### src/iac_pkg.sv
// ----------------------------------------------------------------------------
// iac_pkg
// beat types and codes of the ipv4 address classifier
// ----------------------------------------------------------------------------
package iac_pkg;

  localparam logic OP_WRITE    = 1'b0;
  localparam logic OP_CLASSIFY = 1'b1;

  localparam logic [2:0] FLD_VALID      = 3'd0;
  localparam logic [2:0] FLD_IFACE      = 3'd1;
  localparam logic [2:0] FLD_NET        = 3'd2;
  localparam logic [2:0] FLD_NETMASK    = 3'd3;
  localparam logic [2:0] FLD_SUBNET     = 3'd4;
  localparam logic [2:0] FLD_SUBNETMASK = 3'd5;
  localparam logic [2:0] FLD_BCAST      = 3'd6;
  localparam logic [2:0] FLD_NETBCAST   = 3'd7;

  localparam logic [7:0] LOOPBACK_NET = 8'h7f;

  typedef struct packed {
    logic        opcode;
    logic [2:0]  entry_index;
    logic [2:0]  field_select;
    logic [31:0] write_value;
    logic [31:0] address;
    logic [2:0]  iface_id;
    logic        iface_can_broadcast;
  } in_t;

  typedef struct packed {
    logic [31:0] net_number;
    logic        is_local;
    logic        can_forward;
    logic        is_broadcast;
  } out_t;

endpackage

### src/ipv4_address_classifier_top.sv
// ----------------------------------------------------------------------------
// ipv4_address_classifier_top
// classful ipv4 address classifier over a small interface address table
// ----------------------------------------------------------------------------
// usage:
//   input channel (in_valid / in_stall / in_data) carries write and classify
//   beats; output channel (out_valid / out_stall / out_data) carries one
//   result beat per classify beat. cfg_we / cfg_wdata set subnets_are_local.
//   a write beat updates one table field in the cycle it is accepted and
//   gives no result; the next beat may follow in the next cycle.
//   a classify beat walks the table one entry per cycle through one shared
//   compare unit over D = min(MAX_ENTRIES, 8) entries, then moves to a
//   finish state that loads the result into the output register. in_stall
//   is high for the whole walk and the finish state, so the next beat is
//   taken only once the result is loaded.
//   results sit in an output register; while the receiver stalls the result
//   holds and a finished walk waits in its finish state.
//   reset clears all entry valid bits, sets subnets_are_local to 1 and
//   empties the output register; other table fields are undefined until
//   written.
// ----------------------------------------------------------------------------
module ipv4_address_classifier_top
  import iac_pkg::*;
#(
  parameter int MAX_ENTRIES = 8,
  parameter int MAX_IFACES  = 8
) (
  input  logic clk,
  input  logic rst,
  input  logic in_valid,
  output logic in_stall,
  input  in_t  in_data,
  output logic out_valid,
  input  logic out_stall,
  output out_t out_data,
  input  logic cfg_we,
  input  logic cfg_wdata
);

  localparam int DEPTH = (MAX_ENTRIES < 8) ? MAX_ENTRIES : 8;
  localparam int IDX_W = (DEPTH > 1) ? $clog2(DEPTH) : 1;
  localparam logic [IDX_W-1:0] LAST_IDX = IDX_W'(DEPTH - 1);
  localparam logic [3:0] DEPTH_4 = 4'(DEPTH);

  localparam logic [1:0] ST_IDLE = 2'd0;
  localparam logic [1:0] ST_SCAN = 2'd1;
  localparam logic [1:0] ST_FIN  = 2'd2;

  logic             subnets_are_local;
  logic [1:0]       state;
  logic [IDX_W-1:0] cnt;

  logic [DEPTH-1:0] entry_valid;
  logic [2:0]       entry_iface      [DEPTH];
  logic [31:0]      entry_net        [DEPTH];
  logic [31:0]      entry_netmask    [DEPTH];
  logic [31:0]      entry_subnet     [DEPTH];
  logic [31:0]      entry_subnetmask [DEPTH];
  logic [31:0]      entry_bcast      [DEPTH];
  logic [31:0]      entry_netbcast   [DEPTH];

  // item registers
  logic [31:0] addr;
  logic [2:0]  iface;
  logic        bc_ok;
  logic [31:0] class_net;
  logic        class_ok;
  logic        num_hit;
  logic [31:0] num_val;
  logic        loc_hit;
  logic        bc_hit;

  logic        in_acc;
  logic [31:0] cn_comb;
  logic        cn_ok_comb;
  logic        ent_v;
  logic        step_num;
  logic        step_loc;
  logic        step_bc;
  logic        fwd;
  logic        out_free;

  assign in_stall = (state != ST_IDLE);
  assign in_acc   = in_valid && !in_stall;
  assign out_free = !out_valid || !out_stall;

  // classful net of the incoming address
  always_comb begin
    cn_comb    = 32'd0;
    cn_ok_comb = 1'b1;
    priority casez (in_data.address[31:28])
      4'b0???: cn_comb = {in_data.address[31:24], 24'd0};
      4'b10??: cn_comb = {in_data.address[31:16], 16'd0};
      4'b110?: cn_comb = {in_data.address[31:8], 8'd0};
      4'b1110: cn_comb = {in_data.address[31:28], 28'd0};
      default: cn_ok_comb = 1'b0;
    endcase
  end

  // shared compare unit on the entry under the scan counter
  always_comb begin
    ent_v    = entry_valid[cnt];
    step_num = ent_v && (entry_net[cnt] == class_net);
    if (subnets_are_local) begin
      step_loc = ent_v && ((addr & entry_netmask[cnt]) == entry_net[cnt]);
    end else begin
      step_loc = ent_v && ((addr & entry_subnetmask[cnt]) == entry_subnet[cnt]);
    end
    step_bc = ent_v && bc_ok && (entry_iface[cnt] == iface) &&
              ((addr == entry_bcast[cnt]) || (addr == entry_netbcast[cnt]) ||
               (addr == entry_subnet[cnt]) || (addr == entry_net[cnt]));
  end

  always_comb begin
    fwd = 1'b1;
    if ((addr[31:28] == 4'hf) || (addr[31:28] == 4'he)) begin
      fwd = 1'b0;
    end else if (!addr[31] && ((addr[31:24] == 8'd0) || (addr[31:24] == LOOPBACK_NET))) begin
      fwd = 1'b0;
    end
  end

  always_ff @(posedge clk) begin
    if (rst) begin
      subnets_are_local <= 1'b1;
    end else if (cfg_we) begin
      subnets_are_local <= cfg_wdata;
    end
  end

  // table write port
  always_ff @(posedge clk) begin
    if (rst) begin
      entry_valid <= '0;
    end else if (in_acc && (in_data.opcode == OP_WRITE) &&
                 ({1'b0, in_data.entry_index} < DEPTH_4)) begin
      unique case (in_data.field_select)
        FLD_VALID:      entry_valid[in_data.entry_index[IDX_W-1:0]] <= in_data.write_value[0];
        FLD_IFACE:      entry_iface[in_data.entry_index[IDX_W-1:0]] <= in_data.write_value[2:0];
        FLD_NET:        entry_net[in_data.entry_index[IDX_W-1:0]] <= in_data.write_value;
        FLD_NETMASK:    entry_netmask[in_data.entry_index[IDX_W-1:0]] <= in_data.write_value;
        FLD_SUBNET:     entry_subnet[in_data.entry_index[IDX_W-1:0]] <= in_data.write_value;
        FLD_SUBNETMASK: entry_subnetmask[in_data.entry_index[IDX_W-1:0]] <= in_data.write_value;
        FLD_BCAST:      entry_bcast[in_data.entry_index[IDX_W-1:0]] <= in_data.write_value;
        FLD_NETBCAST:   entry_netbcast[in_data.entry_index[IDX_W-1:0]] <= in_data.write_value;
        default:        entry_netbcast[in_data.entry_index[IDX_W-1:0]] <= in_data.write_value;
      endcase
    end
  end

  // sequencer
  always_ff @(posedge clk) begin
    if (rst) begin
      state <= ST_IDLE;
      cnt   <= '0;
    end else begin
      unique case (state)
        ST_IDLE: begin
          if (in_acc && (in_data.opcode == OP_CLASSIFY)) begin
            state <= ST_SCAN;
            cnt   <= '0;
          end
        end
        ST_SCAN: begin
          if (cnt == LAST_IDX) begin
            state <= ST_FIN;
          end else begin
            cnt <= cnt + 1'b1;
          end
        end
        ST_FIN: begin
          if (out_free) begin
            state <= ST_IDLE;
          end
        end
        default: state <= ST_IDLE;
      endcase
    end
  end

  always_ff @(posedge clk) begin
    if (rst) begin
      out_valid <= 1'b0;
    end else if ((state == ST_FIN) && out_free) begin
      out_valid <= 1'b1;
    end else if (!out_stall) begin
      out_valid <= 1'b0;
    end
  end

  // item datapath
  always_ff @(posedge clk) begin
    if (in_acc && (in_data.opcode == OP_CLASSIFY)) begin
      addr      <= in_data.address;
      iface     <= in_data.iface_id;
      bc_ok     <= in_data.iface_can_broadcast && ({29'd0, in_data.iface_id} < MAX_IFACES);
      class_net <= cn_comb;
      class_ok  <= cn_ok_comb;
      num_hit   <= 1'b0;
      num_val   <= 32'd0;
      loc_hit   <= 1'b0;
      bc_hit    <= 1'b0;
    end else if (state == ST_SCAN) begin
      if (step_num && !num_hit) begin
        num_hit <= 1'b1;
        num_val <= addr & entry_subnetmask[cnt];
      end
      loc_hit <= loc_hit || step_loc;
      bc_hit  <= bc_hit || step_bc;
    end
  end

  always_ff @(posedge clk) begin
    if ((state == ST_FIN) && out_free) begin
      out_data.net_number   <= !class_ok ? 32'd0 : (num_hit ? num_val : class_net);
      out_data.is_local     <= loc_hit;
      out_data.can_forward  <= fwd;
      out_data.is_broadcast <= (addr == 32'hffff_ffff) || (addr == 32'd0) || bc_hit;
    end
  end

endmodule

### config.mk
export PLATFORM = sky130hd
export DESIGN_NAME = ipv4_address_classifier_top
export DESIGN_NICKNAME = d
export VERILOG_FILES = /design/src/iac_pkg.sv /design/src/ipv4_address_classifier_top.sv
export SDC_FILE = /design/constraint.sdc
export NUM_CORES = 2
export LEC_CHECK = 0
export BUFFER_PORTS_ARGS = -buffer_cell sky130_fd_sc_hd__buf_2
export CAP_MARGIN = 25
export CORE_UTILIZATION = 40
export CTS_CLUSTER_SIZE = 12
export DETAILED_ROUTE_END_ITERATION = 10
export PLACE_DENSITY = 0.62
export SYNTH_ARGS = -nofsm -noshare
export SYNTH_HDL_FRONTEND = slang
export SYNTH_SLANG_ARGS = --single-unit
### constraint.sdc
create_clock -name clk -period 9.92 [get_ports clk]
set_clock_uncertainty 0.1 [all_clocks]
set_input_delay 2.48 -clock clk [delete_from_list [all_inputs] [get_ports clk]]
set_output_delay 2.48 -clock clk [all_outputs]
set_load 0.005 [all_outputs]
==> summary.md <==
| Metric | Value |
|---|---|
| Status | `completed` |
| Synth Instances | `3388` |
| Total gr overflow | `0` |
| FF-to-FF End | `num_val[9]$_SDFFE_PP0P_` |
| Starting Density | `40.3%` |
| H-tree Lvls | `4` |
| Kind of critical path | `reg -> reg` |
| Clock-pin slew on the worst setup and hold paths | `60 ps` |
| Worst-margin pin slew | `1210 ps` |
| Area Overhead vs Synth | `14.5%` |
| Vias per cell | `5.77` |
| Avg Inst Size Synth | `19.9 um2` |
| Die W | `412 um` |
| Ys Warns | `0` |
| DP HPWL | `112000 um` |
| # Post-CTS Setup Buffers | `0` |
| Worst R2R Setup Slack | `4740 ps` |
| Hold_sp | `num_val[2]$_SDFFE_PP0P_` |
| RSZ-0062 raised after global routing | `false` |
| Area of the mapped netlist | `0.0673 mm2` |
| Final critical-path share of the clock period | `52.2%` |
| DRT Pass-1 Iters | `9` |
| CTS root buf | `clkbuf_16` |
| Vias in the first global route | `33300` |
| Endpoints failing hold | `0` |
| Max VDD drop | `0.000195 V` |
| Die H | `412 um` |
| # setup viols final | `0` |
| R2r worst-path depth | `10` |
| Synth Register Bits | `1709` |
| Clock Sinks | `1709` |
| Max-slew violations | `0` |
| Final wirelength | `190000 um` |
| PwrDens | `191 mW/mm2` |
| Routed vias | `34400` |
| First-pass GRT wire length | `260000 um` |
| Post-synth EDFFs | `1656` |
| Worst min path class | `reg -> reg` |
| DR iter-0 viols | `4967` |
| Total Neg Setup Slack | `0 ps` |
| Gr usage total | `22.2%` |
| Critical path peak fanout | `47` |
| DRC | `0` |
| Number of buffers created by CTS | `171` |
| Worst Path Required | `10460 ps` |
| Hold Buf Count CTS | `0` |
| Clock latency on the worst-skew pair | `810 ps` |
| Most used DFF post-synth | `edfxtp_1` |
| Core area | `0.167 mm2` |
| Row count | `150` |
| Ports | `118` |
| Antenna Nets Post-Route | `0` |
| Type of origin of the critical path | `register` |
| Final Critical Period | `5180 ps` |
| Synth cell types | `55` |
| Hold EP | `num_val[2]$_SDFFE_PP0P_` |
| Critical path endpoint category | `register` |
| Max cap viols | `0` |
| Min-Delay Path Depth | `2` |
| Layout cells sized above 1 | `21.8%` |
| Non-Filler Instances | `5957` |
| Seq/Total Area, Yosys | `75.4%` |
| Static leakage | `23.5 nW` |
| CP arrival | `5710 ps` |
| F_max | `193 MHz` |
| Clk buf depth | `3` |
| Fill cell count | `13800` |
| Share of synthesized registers carrying an async set or reset | `0%` |
| CTS tree | `yes` |
| Syn Nets | `3471` |
| # port buffers | `117` |
| Pin count of the biggest net entering global routing | `102` |
| Final Net Count | `3711` |
| Placed Cells | `5626` |
| Initial antenna violation count | `27` |
| DR WL/cell | `31.9 um` |
| Cts repair resizes | `0` |
| Die ar. | `0.170 mm2` |
| Slew margin rel. | `19.6%` |
| Final GP Congestion | `0.940` |
[power by group]
| group | switching (W) | total [W] | internal, W |
|---|---|---|---|
| clock | 0.00261 | 0.00602 | 0.00341 |
| combinational | 0.000469 | 0.000704 | 0.000235 |
| sequential | 0.0000368 | 0.00797 | 0.00793 |
[kinds of logic after synthesis]
| family | after synthesis | share of synthesized area, % |
|---|---|---|
| flops | 1709 | 75.4 |
| mux | 622 | 14.7 |
| simple gates | 418 | 3.23 |
| compound gates | 231 | 2.52 |
| xor+xnor | 213 | 2.77 |
| buf+inv | 193 | 1.32 |
| fa+ha+maj | 2 | 0.0372 |
[state kept, by name, indices dropped and copies added (netlist names), 32 cells and up, named ones only]
name              flops
addr                 32
entry_bcast         256
entry_net           256
entry_netbcast      256
entry_netmask       256
entry_subnet        256
entry_subnetmask    256
num_val              32
out_data             35
[cell usage in the layout (no fill, tap or decap), types with 44 or more instances in the layout]
cell	synthesis	final
buf_2	57	116
nor2_4	0	49
a22oi_1	67	67
clkbuf_16	0	179
mux2i_1	326	326
nand4_1	47	47
edfxtp_1	1656	1656
clkbuf_1	84	74
xnor2_1	140	140
dfxtp_1	53	49
buf_4	7	86
nor2b_1	46	44
mux4_2	287	287
nand2_1	70	70
nor2_1	112	64
xor2_1	73	73
[routing by layer]
layer / vias to the layer above / track usage, % / share of wire [%]
met4: 20 / 8.26 / 3.8
met1: 18000 / 30.6 / 39
met5: - / 0 / 0.062
met2: 1819 / 34.6 / 47
li1: 14200 / - / -
met3: 343 / 4.91 / 9.8
[synth_stat cells, types with 17 or more instances]
| cell | count | area, um2 |
|---|---|---|
| nor2_1 | 112 | 420 |
| nor4_1 | 36 | 225 |
| and3_1 | 30 | 188 |
| nor2b_1 | 46 | 288 |
| a31oi_1 | 17 | 106 |
| dfxtp_1 | 53 | 1060 |
| clkbuf_1 | 84 | 315 |
| buf_2 | 57 | 285 |
| xnor2_1 | 140 | 1230 |
| edfxtp_1 | 1656 | 49700 |
| a22o_1 | 36 | 315 |
| o21ai_1 | 31 | 155 |
| a22oi_1 | 67 | 503 |
| xor2_1 | 73 | 639 |
| nand2_1 | 70 | 263 |
| a221oi_1 | 26 | 228 |
| buf_1 | 28 | 105 |
| mux4_2 | 287 | 6460 |
| nand4_1 | 47 | 294 |
| a21boi_1 | 20 | 150 |
| mux2i_1 | 326 | 3260 |
| and2_1 | 27 | 169 |
[worst max-delay path, stage by stage (launching register included)]
cell	delay, ps
dfxtp_4	860
buf_4	790
buf_4	710
mux4_2	400
mux2i_1	560
xor2_1	210
nand4_1	150
nor4_4	230
buf_4	580
mux2i_1	250
nor2_1	70
[final cells by class]
cell class	instances	area (um2)	area share, %
clock inverter	30	186	0.242
timing repair buffer	252	2320	3.01
multi-input combinational	1486	16000	20.8
inverter	8	37.5	0.0487
tap	2204	2760	3.58
sequential	1709	50800	65.9
clock buffer	265	4920	6.39
antenna	3	7.51	0.00974
[worst max path at each step]
stage	start	endpoint	slack (ps)	cells after the start
after detailed placement	in_data[74]	entry_subnet[6][14]$_DFFE_PP_	4480	6
after floorplan	in_data[72]	entry_netbcast[2][0]$_DFFE_PP_	4730	4
final	register	num_val[9]$_SDFFE_PP0P_	4740	10
after CTS	register	num_val[21]$_SDFFE_PP0P_	4720	10
after global placement	in_data[74]	entry_netbcast[7][2]$_DFFE_PP_	4040	6
after global routing	register	num_val[6]$_SDFFE_PP0P_	4510	10
[stage by stage]
| stage | total power [W] | setup WS, ps | util [%] | area (um2) | hold WS (ps) |
|---|---|---|---|---|---|
| 3_5_place_dp | 0.00882 | 4480 | 42.6 | 71200 | 383 |
| 2_1_floorplan | 0.00845 | 4730 | - | 67300 | 309 |
| 4_1_cts | 0.0148 | 4720 | 45.7 | 76400 | 397 |
| 6_report | 0.0147 | 4740 | 46.1 | 77100 | 389 |
| 5_1_grt | 0.0151 | 4510 | 46.1 | 77100 | 427 |
| 3_3_place_gp | 0.00881 | 4040 | 42.4 | 70900 | 374 |
Note: power is estimated with default switching activity, not from simulation.
